### config.mk
export PLATFORM = sky130hd
export DESIGN_NAME = sexpr_tokenizer_flat
export DESIGN_NICKNAME = d
export VERILOG_FILES = /design/src/rtl/core/sxt_pkg.sv /design/src/rtl/core/sxt_if.sv /design/src/rtl/core/sexpr_tokenizer.sv /design/src/flat_wrapper.sv
export SDC_FILE = /design/constraint.sdc
export NUM_CORES = 1
export LEC_CHECK = 0
export CAP_MARGIN = 20
export CORE_UTILIZATION = 39
export DETAILED_ROUTE_END_ITERATION = 6
export DONT_BUFFER_PORTS = 1
export GPL_ROUTABILITY_DRIVEN = 0
export GPL_TIMING_DRIVEN = 0
export PLACE_DENSITY = 0.55
export SETUP_SLACK_MARGIN = 0.2
export SYNTH_ARGS = -nofsm -noshare
export SYNTH_HDL_FRONTEND = slang
export SYNTH_SLANG_ARGS = --single-unit
### constraint.sdc
create_clock -name i_clk -period 5.1 [get_ports i_clk]
set_input_delay 0.51 -clock i_clk [delete_from_list [all_inputs] [get_ports i_clk]]
set_output_delay 0.51 -clock i_clk [all_outputs]
set_load 0.02 [all_outputs]
### src/rtl/core/sxt_pkg.sv
`timescale 1ns / 1ps
// Shared types and constants for the S-expression tokenizer.
// Depends on nothing; every other file of the block imports it.
package sxt_pkg;

    // Widths fixed by the token format.
    localparam int BYTE_W  = 8;
    localparam int KIND_W  = 3;
    localparam int VALUE_W = 63;
    localparam int LEN_W   = 7;

    // Default of the longest accepted symbol.
    localparam int SYMBOL_LIMIT_DEF = 64;

    // Result queue between the lexer and the output channel.
    localparam int FIFO_DEPTH = 4;
    localparam int PTR_W      = $clog2(FIFO_DEPTH);
    localparam int FILL_W     = $clog2(FIFO_DEPTH + 1);

    // Largest number value; the accumulator sticks here on overflow.
    localparam logic [VALUE_W-1:0] NUM_MAX = {VALUE_W{1'b1}};

    // Characters with a meaning of their own.
    localparam logic [BYTE_W-1:0] CHAR_SPACE   = 8'h20;
    localparam logic [BYTE_W-1:0] CHAR_NEWLINE = 8'h0A;
    localparam logic [BYTE_W-1:0] CHAR_TAB     = 8'h09;
    localparam logic [BYTE_W-1:0] CHAR_OPEN    = 8'h28;
    localparam logic [BYTE_W-1:0] CHAR_CLOSE   = 8'h29;
    localparam logic [BYTE_W-1:0] CHAR_ZERO    = 8'h30;
    localparam logic [BYTE_W-1:0] CHAR_NINE    = 8'h39;

    // Lexer mode.
    typedef enum logic [1:0] {
        MODE_IDLE   = 2'd0,
        MODE_NUMBER = 2'd1,
        MODE_SYMBOL = 2'd2,
        MODE_HALTED = 2'd3
    } t_lex_mode;

    // Token kinds as they appear on the output channel.
    typedef enum logic [KIND_W-1:0] {
        KIND_END      = 3'd0,
        KIND_OPEN     = 3'd1,
        KIND_CLOSE    = 3'd2,
        KIND_NUMBER   = 3'd3,
        KIND_SYM_CHAR = 3'd4,
        KIND_SYM_END  = 3'd5,
        KIND_SYM_LONG = 3'd6
    } t_token_kind;

    // One result as held in the output queue.
    typedef struct packed {
        t_token_kind          kind;
        logic [VALUE_W-1:0]   value;
        logic                 overflowed;
        logic [BYTE_W-1:0]    character;
        logic [LEN_W-1:0]     length;
        logic                 last;
    } t_result;

endpackage

### src/rtl/core/sxt_if.sv
`timescale 1ns / 1ps
// Valid/ready channel interfaces for the S-expression tokenizer.
// Depends on sxt_pkg for the field widths.
interface sxt_in_if;
    import sxt_pkg::*;

    logic                valid;
    logic                ready;
    logic [BYTE_W-1:0]   input_byte;
    logic                end_of_input;

    modport source (output valid, output input_byte, output end_of_input, input ready);
    modport sink   (input valid, input input_byte, input end_of_input, output ready);
endinterface

interface sxt_out_if;
    import sxt_pkg::*;

    logic                valid;
    logic                ready;
    logic [KIND_W-1:0]   token_kind;
    logic [VALUE_W-1:0]  number_value;
    logic                number_overflowed;
    logic [BYTE_W-1:0]   symbol_character;
    logic [LEN_W-1:0]    symbol_length;
    logic                last_of_run;

    modport source (
        output valid, output token_kind, output number_value, output number_overflowed,
        output symbol_character, output symbol_length, output last_of_run, input ready
    );
    modport sink (
        input valid, input token_kind, input number_value, input number_overflowed,
        input symbol_character, input symbol_length, input last_of_run, output ready
    );
endinterface

### src/rtl/core/sexpr_tokenizer.sv
`timescale 1ns / 1ps
// Latency: with an empty queue, a result is offered in the cycle after its byte is taken.
// Throughput: one input transaction per cycle while the output channel keeps up and each byte
// gives at most one token; a byte that gives two tokens puts both on the output channel in turn, and the
// four-entry result queue sets how far the input side can run ahead of it.
// Reset: synchronous, active low; clears the lexer mode, accumulator, symbol count and queue.
// S-expression tokenizer top level; depends on sxt_pkg and the interfaces in sxt_if.sv.
module sexpr_tokenizer #(
    parameter int SYMBOL_LIMIT = sxt_pkg::SYMBOL_LIMIT_DEF
) (
    input  logic        i_clk,
    input  logic        i_rst_n,
    sxt_in_if.sink      i_in,
    sxt_out_if.source   o_out
);
    import sxt_pkg::*;

    // Lexer state.
    t_lex_mode           r_mode, n_mode;
    logic [VALUE_W-1:0]  r_acc, n_acc;
    logic                r_sat, n_sat;
    logic [LEN_W-1:0]    r_sym_count, n_sym_count;

    // Result queue.
    t_result             r_queue [FIFO_DEPTH];
    logic [PTR_W-1:0]    r_wr_ptr, r_rd_ptr;
    logic [FILL_W-1:0]   r_fill;

    // Byte decode.
    logic [BYTE_W-1:0]   in_byte;
    logic                eoi, accept, active;
    logic                is_blank, is_paren, is_numeral;
    logic [3:0]          digit;
    logic [VALUE_W+3:0]  acc_times_ten;
    logic                acc_over;
    logic                close_tok, lex_idle, sym_full;

    // Results of this transaction.
    t_result             res_close, res_tail, slot0, slot1;
    logic                v_close, v_tail;
    logic [1:0]          push_cnt;
    logic                pop;

    assign in_byte  = i_in.input_byte;
    assign eoi      = i_in.end_of_input;
    assign i_in.ready = (r_fill <= FILL_W'(FIFO_DEPTH - 2));
    assign accept   = i_in.valid && i_in.ready;
    assign active   = accept && (r_mode != MODE_HALTED);

    assign is_blank = (in_byte == CHAR_SPACE) || (in_byte == CHAR_NEWLINE)
                   || (in_byte == CHAR_TAB);
    assign is_paren = (in_byte == CHAR_OPEN) || (in_byte == CHAR_CLOSE);
    assign is_numeral = (in_byte >= CHAR_ZERO) && (in_byte <= CHAR_NINE);
    assign digit    = 4'(in_byte - CHAR_ZERO);

    // Multiply by ten as two shifts and an add, then add the digit; any bit above the value width means overflow.
    assign acc_times_ten = ({4'b0, r_acc} << 3) + ({4'b0, r_acc} << 1)
                         + {{VALUE_W{1'b0}}, digit};
    assign acc_over      = r_sat || (acc_times_ten[VALUE_W+3:VALUE_W] != 4'd0);

    // A pending number or symbol ends on end of input or on a byte that cannot extend it.
    assign close_tok = active && (
        ((r_mode == MODE_NUMBER) && (eoi || !is_numeral)) ||
        ((r_mode == MODE_SYMBOL) && (eoi || is_blank || is_paren)));
    // The byte is lexed as the start of a new token.
    assign lex_idle  = active && !eoi && ((r_mode == MODE_IDLE) || close_tok);
    assign sym_full  = (r_sym_count >= LEN_W'(SYMBOL_LIMIT));

    // Next lexer state.
    always_comb begin
        n_mode      = r_mode;
        n_acc       = r_acc;
        n_sat       = r_sat;
        n_sym_count = r_sym_count;
        if (active) begin
            if (close_tok || eoi) begin
                n_mode      = MODE_IDLE;
                n_acc       = '0;
                n_sat       = 1'b0;
                n_sym_count = '0;
            end
            if (lex_idle) begin
                if (is_numeral) begin
                    n_mode = MODE_NUMBER;
                    n_acc  = {{(VALUE_W-4){1'b0}}, digit};
                    n_sat  = 1'b0;
                end else if (!is_blank && !is_paren) begin
                    n_mode      = MODE_SYMBOL;
                    n_sym_count = LEN_W'(1);
                end
            end else if (!eoi && (r_mode == MODE_NUMBER)) begin
                n_acc = acc_over ? NUM_MAX : acc_times_ten[VALUE_W-1:0];
                n_sat = acc_over;
            end else if (!eoi && (r_mode == MODE_SYMBOL)) begin
                if (sym_full) begin
                    n_mode = MODE_HALTED;
                end else begin
                    n_sym_count = r_sym_count + LEN_W'(1);
                end
            end
        end
    end

    // Tokens caused by this transaction: the closing token first, then the byte's own.
    always_comb begin
        res_close = '0;
        res_tail  = '0;
        v_close   = 1'b0;
        v_tail    = 1'b0;
        if (close_tok) begin
            v_close = 1'b1;
            if (r_mode == MODE_NUMBER) begin
                res_close.kind       = KIND_NUMBER;
                res_close.value      = r_acc;
                res_close.overflowed = r_sat;
            end else begin
                res_close.kind   = KIND_SYM_END;
                res_close.length = r_sym_count;
            end
        end
        if (active && eoi) begin
            v_tail        = 1'b1;
            res_tail.kind = KIND_END;
        end else if (lex_idle) begin
            priority if (is_blank || is_numeral) begin
                v_tail = 1'b0;
            end else if (in_byte == CHAR_OPEN) begin
                v_tail        = 1'b1;
                res_tail.kind = KIND_OPEN;
            end else if (in_byte == CHAR_CLOSE) begin
                v_tail        = 1'b1;
                res_tail.kind = KIND_CLOSE;
            end else begin
                v_tail             = 1'b1;
                res_tail.kind      = KIND_SYM_CHAR;
                res_tail.character = in_byte;
            end
        end else if (active && (r_mode == MODE_SYMBOL)) begin
            v_tail = 1'b1;
            if (sym_full) begin
                res_tail.kind   = KIND_SYM_LONG;
                res_tail.length = LEN_W'(SYMBOL_LIMIT);
            end else begin
                res_tail.kind      = KIND_SYM_CHAR;
                res_tail.character = in_byte;
                res_tail.length    = r_sym_count;
            end
        end

        // Pack the tokens into consecutive queue slots and mark the final one.
        if (v_close) begin
            slot0    = res_close;
            slot1    = res_tail;
            push_cnt = v_tail ? 2'd2 : 2'd1;
        end else begin
            slot0    = res_tail;
            slot1    = res_tail;
            push_cnt = v_tail ? 2'd1 : 2'd0;
        end
        slot0.last = (push_cnt == 2'd1);
        slot1.last = 1'b1;
    end

    // Lexer state registers.
    always_ff @(posedge i_clk) begin
        if (!i_rst_n) begin
            r_mode      <= MODE_IDLE;
            r_acc       <= '0;
            r_sat       <= 1'b0;
            r_sym_count <= '0;
        end else begin
            r_mode      <= n_mode;
            r_acc       <= n_acc;
            r_sat       <= n_sat;
            r_sym_count <= n_sym_count;
        end
    end

    // Result queue storage; payload needs no reset.
    always_ff @(posedge i_clk) begin
        if (push_cnt != 2'd0) begin
            r_queue[r_wr_ptr] <= slot0;
        end
        if (push_cnt == 2'd2) begin
            r_queue[r_wr_ptr + PTR_W'(1)] <= slot1;
        end
    end

    // Result queue pointers and fill level.
    assign pop = o_out.valid && o_out.ready;

    always_ff @(posedge i_clk) begin
        if (!i_rst_n) begin
            r_wr_ptr <= '0;
            r_rd_ptr <= '0;
            r_fill   <= '0;
        end else begin
            r_wr_ptr <= r_wr_ptr + PTR_W'(push_cnt);
            r_rd_ptr <= r_rd_ptr + PTR_W'(pop);
            r_fill   <= r_fill + FILL_W'(push_cnt) - FILL_W'(pop);
        end
    end

    // Output channel driven from the queue head.
    assign o_out.valid             = (r_fill != '0);
    assign o_out.token_kind        = r_queue[r_rd_ptr].kind;
    assign o_out.number_value      = r_queue[r_rd_ptr].value;
    assign o_out.number_overflowed = r_queue[r_rd_ptr].overflowed;
    assign o_out.symbol_character  = r_queue[r_rd_ptr].character;
    assign o_out.symbol_length     = r_queue[r_rd_ptr].length;
    assign o_out.last_of_run       = r_queue[r_rd_ptr].last;

    // The queue never holds more entries than it has.
    a_fill_bound: assert property (@(posedge i_clk) disable iff (!i_rst_n)
        r_fill <= FILL_W'(FIFO_DEPTH))
        else $error("result queue overfilled");

    // Once halted, the lexer stays halted until reset.
    a_halt_sticky: assert property (@(posedge i_clk) disable iff (!i_rst_n)
        (r_mode == MODE_HALTED) |=> (r_mode == MODE_HALTED))
        else $error("lexer left the halted mode");

    // A saturated accumulator holds the largest value.
    a_sat_value: assert property (@(posedge i_clk) disable iff (!i_rst_n)
        r_sat |-> (r_acc == NUM_MAX))
        else $error("saturation flag without saturated value");

    // In idle mode no token is half gathered.
    a_idle_clean: assert property (@(posedge i_clk) disable iff (!i_rst_n)
        (r_mode == MODE_IDLE) |-> ((r_acc == '0) && !r_sat && (r_sym_count == '0)))
        else $error("idle lexer holds token state");

    // Tokens of one byte enter together, so a head that is not last has its successor queued.
    a_run_whole: assert property (@(posedge i_clk) disable iff (!i_rst_n)
        (o_out.valid && !o_out.last_of_run) |-> (r_fill >= FILL_W'(2)))
        else $error("token run split in the result queue");

endmodule
### src/flat_wrapper.sv
// flat-port wrapper written by rule: the top's interface ports become plain ports
module sexpr_tokenizer_flat import sxt_pkg::*;
#(
    parameter int SYMBOL_LIMIT = sxt_pkg::SYMBOL_LIMIT_DEF
)
  (i_clk, i_rst_n, i_in_valid, i_in_input_byte, i_in_end_of_input, i_in_ready, o_out_valid, o_out_token_kind, o_out_number_value, o_out_number_overflowed, o_out_symbol_character, o_out_symbol_length, o_out_last_of_run, o_out_ready);
  sxt_in_if i_in_i ();
  sxt_out_if o_out_i ();
  input  logic i_clk;
  input  logic i_rst_n;
  input wire logic [$bits(i_in_i.valid)-1:0] i_in_valid;
  input wire logic [$bits(i_in_i.input_byte)-1:0] i_in_input_byte;
  input wire logic [$bits(i_in_i.end_of_input)-1:0] i_in_end_of_input;
  output wire logic [$bits(i_in_i.ready)-1:0] i_in_ready;
  output wire logic [$bits(o_out_i.valid)-1:0] o_out_valid;
  output wire logic [$bits(o_out_i.token_kind)-1:0] o_out_token_kind;
  output wire logic [$bits(o_out_i.number_value)-1:0] o_out_number_value;
  output wire logic [$bits(o_out_i.number_overflowed)-1:0] o_out_number_overflowed;
  output wire logic [$bits(o_out_i.symbol_character)-1:0] o_out_symbol_character;
  output wire logic [$bits(o_out_i.symbol_length)-1:0] o_out_symbol_length;
  output wire logic [$bits(o_out_i.last_of_run)-1:0] o_out_last_of_run;
  input wire logic [$bits(o_out_i.ready)-1:0] o_out_ready;
  assign i_in_i.valid = i_in_valid;
  assign i_in_i.input_byte = i_in_input_byte;
  assign i_in_i.end_of_input = i_in_end_of_input;
  assign i_in_ready = i_in_i.ready;
  assign o_out_valid = o_out_i.valid;
  assign o_out_token_kind = o_out_i.token_kind;
  assign o_out_number_value = o_out_i.number_value;
  assign o_out_number_overflowed = o_out_i.number_overflowed;
  assign o_out_symbol_character = o_out_i.symbol_character;
  assign o_out_symbol_length = o_out_i.symbol_length;
  assign o_out_last_of_run = o_out_i.last_of_run;
  assign o_out_i.ready = o_out_ready;
  sexpr_tokenizer #(.SYMBOL_LIMIT(SYMBOL_LIMIT)) u_core (.i_clk(i_clk), .i_rst_n(i_rst_n), .i_in(i_in_i), .o_out(o_out_i));
endmodule
# Word-level counts from Yosys, hierarchy flattened
# Memories as Yosys holds them, arrays and structs flattened. A register that Yosys moved wholly into a read port is not among the register bits.
# Cells that the tools add are included.
dict set report totals {
  ff_bits 80
  ram_bits 332
  in_bits 13
  output_inout_bits 85
  word_cells 122
  n_memories 1
}
# name words word_bits read_ports rd_ports_with_merged_regs wr line_no
set memory_table {}
lappend memory_table {u_core.r_queue 4 83 1 1 2 sexpr_tokenizer.sv:25} ;# t_result r_queue [FIFO_DEPTH];
dict set report op_classes {
  n_addsub 9
  order_cmp 4
  eq_ne 10
  n_mux 58
  n_reduce_logical 33
}
# operator count
set ops {}
lappend ops {{two-way mux 63 bit} 5}
lappend ops {{two-way mux 83 bit} 1}
lappend ops {{two-way mux 7 bit} 11}
lappend ops {{adder 66 x 64 -> 67 bit} 1}
lappend ops {{adder 67 x 4 -> 67 bit} 1}
lappend ops {{two-way mux 67 bit} 1}
lappend ops {{two-way mux 64 bit} 1}
lappend ops {{two-way mux 8 bit} 5}
lappend ops {{two-way mux 15 bit} 2}
lappend ops {{equality test 8 x 6 -> 1 bit, second input constant} 3}
lappend ops {{two-way mux 2 bit} 11}
lappend ops {{two-way mux 3 bit} 7}
lappend ops {{equality test 8 x 4 -> 1 bit, second input constant} 2}
lappend ops {{logical AND 1 bit} 14}
lappend ops {{two-way mux 1 bit} 14}
lappend ops {{logical OR 1 bit} 11}
lappend ops {{greater-or-equal comparator 8 x 6 -> 1 bit, second input constant} 1}
lappend ops {{less-or-equal comparator 8 x 6 -> 1 bit, second input constant} 1}
lappend ops {{adder 7 x 1 -> 7 bit, second input constant} 1}
lappend ops {{greater-or-equal comparator 7 bit, second input constant} 1}
lappend ops {{equality test 2 x 1 -> 1 bit, second input constant} 2}
lappend ops {{equality test 2 bit, second input constant} 2}
lappend ops {{zero test 1 bit} 4}
lappend ops {{nonzero test 4 bit} 1}
lappend ops {{11 further kinds} 11}

# Logic depth before layout (Yosys ltp)
dict set report logic_depth {
  word_depth 17
  ltp_mapped 18
}

# Worst setup path before layout
# OpenSTA, ideal clock, no wires.
dict set report synth_timing {
  path_kind {input -> register}
  startpoint {in i_in_input_byte[4]}
  endpoint {mem u_core.r_queue[2][10] (netlist bit) (enable)}
  setup_ns 0.374
  arrival_ns 3.793
  slack_ns 0.933
  path_stages 13
  path_buffers 1
  cell_sequence {nor4_1 o21ai_0 nor2_1 o21ai_0 a21o_1 a21o_1 or2_2 o22a_1 ha_1 nor3b_1 nor2_1 clkbuf_1 inv_1}
}
# element line_no
set synth_lines {}
lappend synth_lines {{start: declaration} flat_wrapper.sv:12} ;# input wire logic [$bits(i_in_i.input_byte)-1:0] i_in_input_byte;
lappend synth_lines {{end: declaration} sexpr_tokenizer.sv:25}

# Worst setup path after layout
dict set report layout_timing {
  startpoint {reg u_core.r_acc[1]}
  endpoint {reg u_core.r_acc[18]}
}
dict set report layout_via {
  elab_chain_cells 7
}
# element line_no
set layout_rtl {}
lappend layout_rtl {{start: declaration} sexpr_tokenizer.sv:20} ;# logic [VALUE_W-1:0] r_acc, n_acc;
lappend layout_rtl {{start signal: assignment} sexpr_tokenizer.sv:173} ;# r_acc <= n_acc;
lappend layout_rtl {{adder 66 x 64 -> 67 bit *} sexpr_tokenizer.sv:57} ;# assign acc_times_ten = ({4'b0, r_acc} << 3) + ({4'b0, r_acc} << 1)
lappend layout_rtl {{adder 67 x 4 -> 67 bit *} sexpr_tokenizer.sv:58} ;# + {{VALUE_W{1'b0}}, digit};
lappend layout_rtl {{nonzero test 4 bit} sexpr_tokenizer.sv:59} ;# assign acc_over = r_sat || (acc_times_ten[VALUE_W+3:VALUE_W] != 4'd0);
lappend layout_rtl {{logical OR 1 bit} sexpr_tokenizer.sv:59}
lappend layout_rtl {{two-way mux 63 bit *} sexpr_tokenizer.sv:92} ;# n_acc = acc_over ? NUM_MAX : acc_times_ten[VALUE_W-1:0];
lappend layout_rtl {{two-way mux 63 bit *} sexpr_tokenizer.sv:91} ;# end else if (!eoi && (r_mode == MODE_NUMBER)) begin
lappend layout_rtl {{two-way mux 63 bit *} sexpr_tokenizer.sv:82} ;# if (lex_idle) begin
# Mark *: on every way between the ends. The rest lies on a longest branch, timed or not.
# A chain may end at the register's enable or synchronous reset.

==> out/results.txt <==
The flow ran to the end, and the final reports show no timing, DRC or antenna violations. The clock reaches the later pin of the worst-skew pair after 610 ps. The leakage component of the power is 9.15 nW. CTS saw 412 sinks. For this run, the number of Yosys warnings is 0.

The first global-routing pass estimated 98200 um of wire. The synthesis-stage register bit count works out to 412. The worst setup path is captured at a flip-flop.

Setup violations remaining at the end of the flow were counted as 0. After layout, the worst setup slack is 525 ps. Dividing the detail-routed wire length by the instance count gives 23.4 um.

The sequential area share after synthesis is 0.430. The final layout net count was 2137; the worst slack at placement was -980 ps. The xor/xnor cell area share of the yosys netlist works out to 0.0293. Counting every instance in the synthesized netlist gives 1927. The smallest clock period supported by the final layout is computed as 4570 ps.

Worst-margin pin slew: 1050 ps. TritonCTS built the clock tree. The die is 233 um wide. The synthesized net count was 2077. The tree is rooted in a clkbuf_16. Across the run, the number of max-cap violations was 0. The run gives 0.447 as the final core utilization. Final count of pins violating max slew: 0. The run gives 0 as the hold violation count in the final report. The critical path class was reg -> reg.

The number of global-route vias before repair was 16269; the fraction of final layout cells sized beyond drive strength 1 was 0.112. Dividing the synthesized area by the synthesized cell count gives 10.8 um2. The row count was 84; the arithmetic-cell share of the synthesized area counting full adders, half adders and majority gates was 0.0833.

Maximum number of pins on one net before global-route repair: 20. On the critical path, the stage with the largest delay is an instance of dfxtp_1. The library cell used most frequently in the layout, excluding fill and tap cells, is dfxtp_1.

Leaving out fill and tap cells, the most frequent cells in the layout are dfxtp_1, a22o_1, a21oi_1. In the final timing run, aggregate negative setup slack is 0 ps. On the final layout, the worst clock skew is 36.0 ps. The worst path arrival time came out at 5040 ps. The run gives 0 as the total grt overflow. Traced cell by cell, the critical path runs through ha_1 -> ha_1 -> fa_1 -> a211oi_1 -> o21ai_2 -> o211a_1 -> o31ai_2 -> o221a_2 -> o21ai_0 -> o21ai_1 -> o211ai_2 -> o21a_1 -> buf_6 -> buf_6 -> a221o_1. The worst-case IR drop observed on VDD is 0.301 mV. The first-pass iteration count of the detailed router was 5. The number of enable-type register cells in the synthesized netlist works out to 72. The area of the die came out at 54400 um2. The main combinational cell family by area after synthesis was compound AO/OA/AOI/OAI gates. The number of clock buffers added by TritonCTS is 45. The min-delay analysis places its worst path in the category in -> reg. The area share of and/or/nand/nor cells after synthesis was 0.0899; the critical path data required time was 5570 ps.

The initial core utilization is 0.396. For the via total after detailed routing, the log shows 16497. The run gives 0 as the total inserted antenna cells. The delay of the slowest critical-path stage is 490 ps, and the ratio of routed vias to standard cells is 6.09. Detailed placement finished with a half-perimeter wire length of 45200 um. In the routed design, unresolved DRC markers number 0.

The worst-path maximum fanout is 10, and the area growth from synthesis to layout is 12.8%. The count of buffers added on input and output ports is 0. Summing every instance area after synthesis gives 20900 um2. Setup repair after global routing left no endpoint under its margin. The placeable core region came out at 52700 um2. After clock tree synthesis, the clock-pin slew on the worst setup and hold paths is 60 ps. The detailed router finished its first iteration with 1238 violations.

The proportion of synthesized area in mux cells is 0.0896. Based on the critical path, the design can be clocked at up to 219 MHz. The relative slew slack is 0.301, and the power density normalized to cell area is 370 nW/um2. Async set-or-reset flop fraction in the synthesized netlist: 0. The initial antenna violation count was 2. The number of buffers between clock root and the deepest sink is 3, and the number of H-tree levels is 2.

The portion of the clock cycle consumed by the worst path in the final layout is 0.897. The number of routed nets with antenna violations came out at 0. The dominant register cell in the synthesized netlist is dfxtp_1.

The die is 233 um tall. Total track usage: 0.233. The count of boundary I/O pins is 98, and the compound-cell area share of the yosys netlist is 0.247. The run gives 63500 um as the final wirelength. The number of hold-repair buffers added at the cts stage is 0. The run gives 75 as the unique cell type count in the Yosys netlist. The launching element type of the critical path was a flip-flop.
cell families after synthesis:
family	count (synthesis)
xor+xnor	68
buf+inv	163
compound gates	680
mux	83
simple gates	384
flops	412
fa+ha+maj	137
worst paths after layout:
| kind | from | cells past startpoint | slack, ps | to |
|---|---|---|---|---|
| worst max-delay path | u_core.r_acc[1] | 15 | 530 | u_core.r_acc[18] |
| worst min-delay path | i_in_input_byte[4] | 1 | 90 | u_core.r_queue[2][12] |
| worst max register to register | u_core.r_acc[1] | 15 | 530 | u_core.r_acc[18] |
| worst min register to register | u_core.r_queue[1][61] | 1 | 460 | u_core.r_queue[1][61] |
timing repair:
action	4_1_cts	5_1_grt
endpoints found under the setup margin	255	198
setup buffers	4	2
resized for setup	18	15
cloned	1	0
pin swaps	0	1
routing by layer:
layer | routed length [um] | GRT usage | up-vias
met5 | 13 | 0 | -
met4 | 1750 | 0.0686 | 2
met3 | 4170 | 0.0454 | 103
met2 | 29400 | 0.378 | 493
met1 | 28100 | 0.314 | 8209
li1 | - | - | 7690
critical path, delay by kind of cell (launching register included):
kind	cells	cell delay (ps)
AOI/OAI and AO/OA	10	2650
adders and majority gates	3	980
DFF	1	490
buffers and inverters	2	290
where the power goes:
group / switching [mW] / internal, mW
Sequential: 0.0678 / 3.49
Combinational: 1.14 / 0.483
Clock: 1.42 / 2.10
Total: 2.63 / 6.07
sequential cells by signal, summed over array words and instances, names as in the netlist:
signal,flops
u_core.r_queue,332
u_core.r_mode,2
u_core.r_acc,63
u_core.r_rd_ptr,2
u_core.r_wr_ptr,2
u_core.r_fill,3
u_core.r_sym_count,7
u_core.r_sat,1
final cells by class:
cell class	instances	area, um2
well taps	688	861
clock buffers	64	1300
repair buffers	12	133
plain buffers	134	551
clock inverters	17	290
inverters	29	124
flip-flops and latches	412	8970
multi-input cells	1352	11300
fillers	4950	29100
repair inverters	1	7.51
cells in the mapped netlist (all sizes together), types with 8 or more instances:
cell / n / area, um2
ha: 134 / 1680
o21bai: 9 / 71.3
nand3: 24 / 120
xor2: 32 / 288
nand4: 17 / 106
a311oi: 10 / 87.6
a22oi: 9 / 67.6
nor2b: 8 / 50.1
or3: 8 / 50.1
o21a: 14 / 105
inv: 28 / 105
and3: 11 / 68.8
or2: 9 / 58.8
a211oi: 14 / 110
and2: 52 / 325
dfxtp: 340 / 6810
a21o: 32 / 240
xnor2: 36 / 323
a21oi: 140 / 701
nor2: 102 / 383
a22o: 196 / 1720
a221o: 41 / 410
nor3: 20 / 105
o21ai: 72 / 364
clkbuf: 109 / 409
nand2: 105 / 394
a31oi: 13 / 81.3
o31ai: 25 / 193
a32o: 64 / 641
mux4: 83 / 1870
edfxtp: 72 / 2160
buf: 25 / 128
metrics by stage:
stage	hold slack, ps	total power [mW]	area (um2)	std cells
floorplan	437	4.67	20900	1927
global placement	441	5.18	21700	2615
detailed placement	448	5.23	21800	2621
CTS	67.8	8.76	23500	2707
global route	72.6	9.02	23500	2709
finish	92.0	8.70	23500	2709
Power figures use the tool's default switching activity.
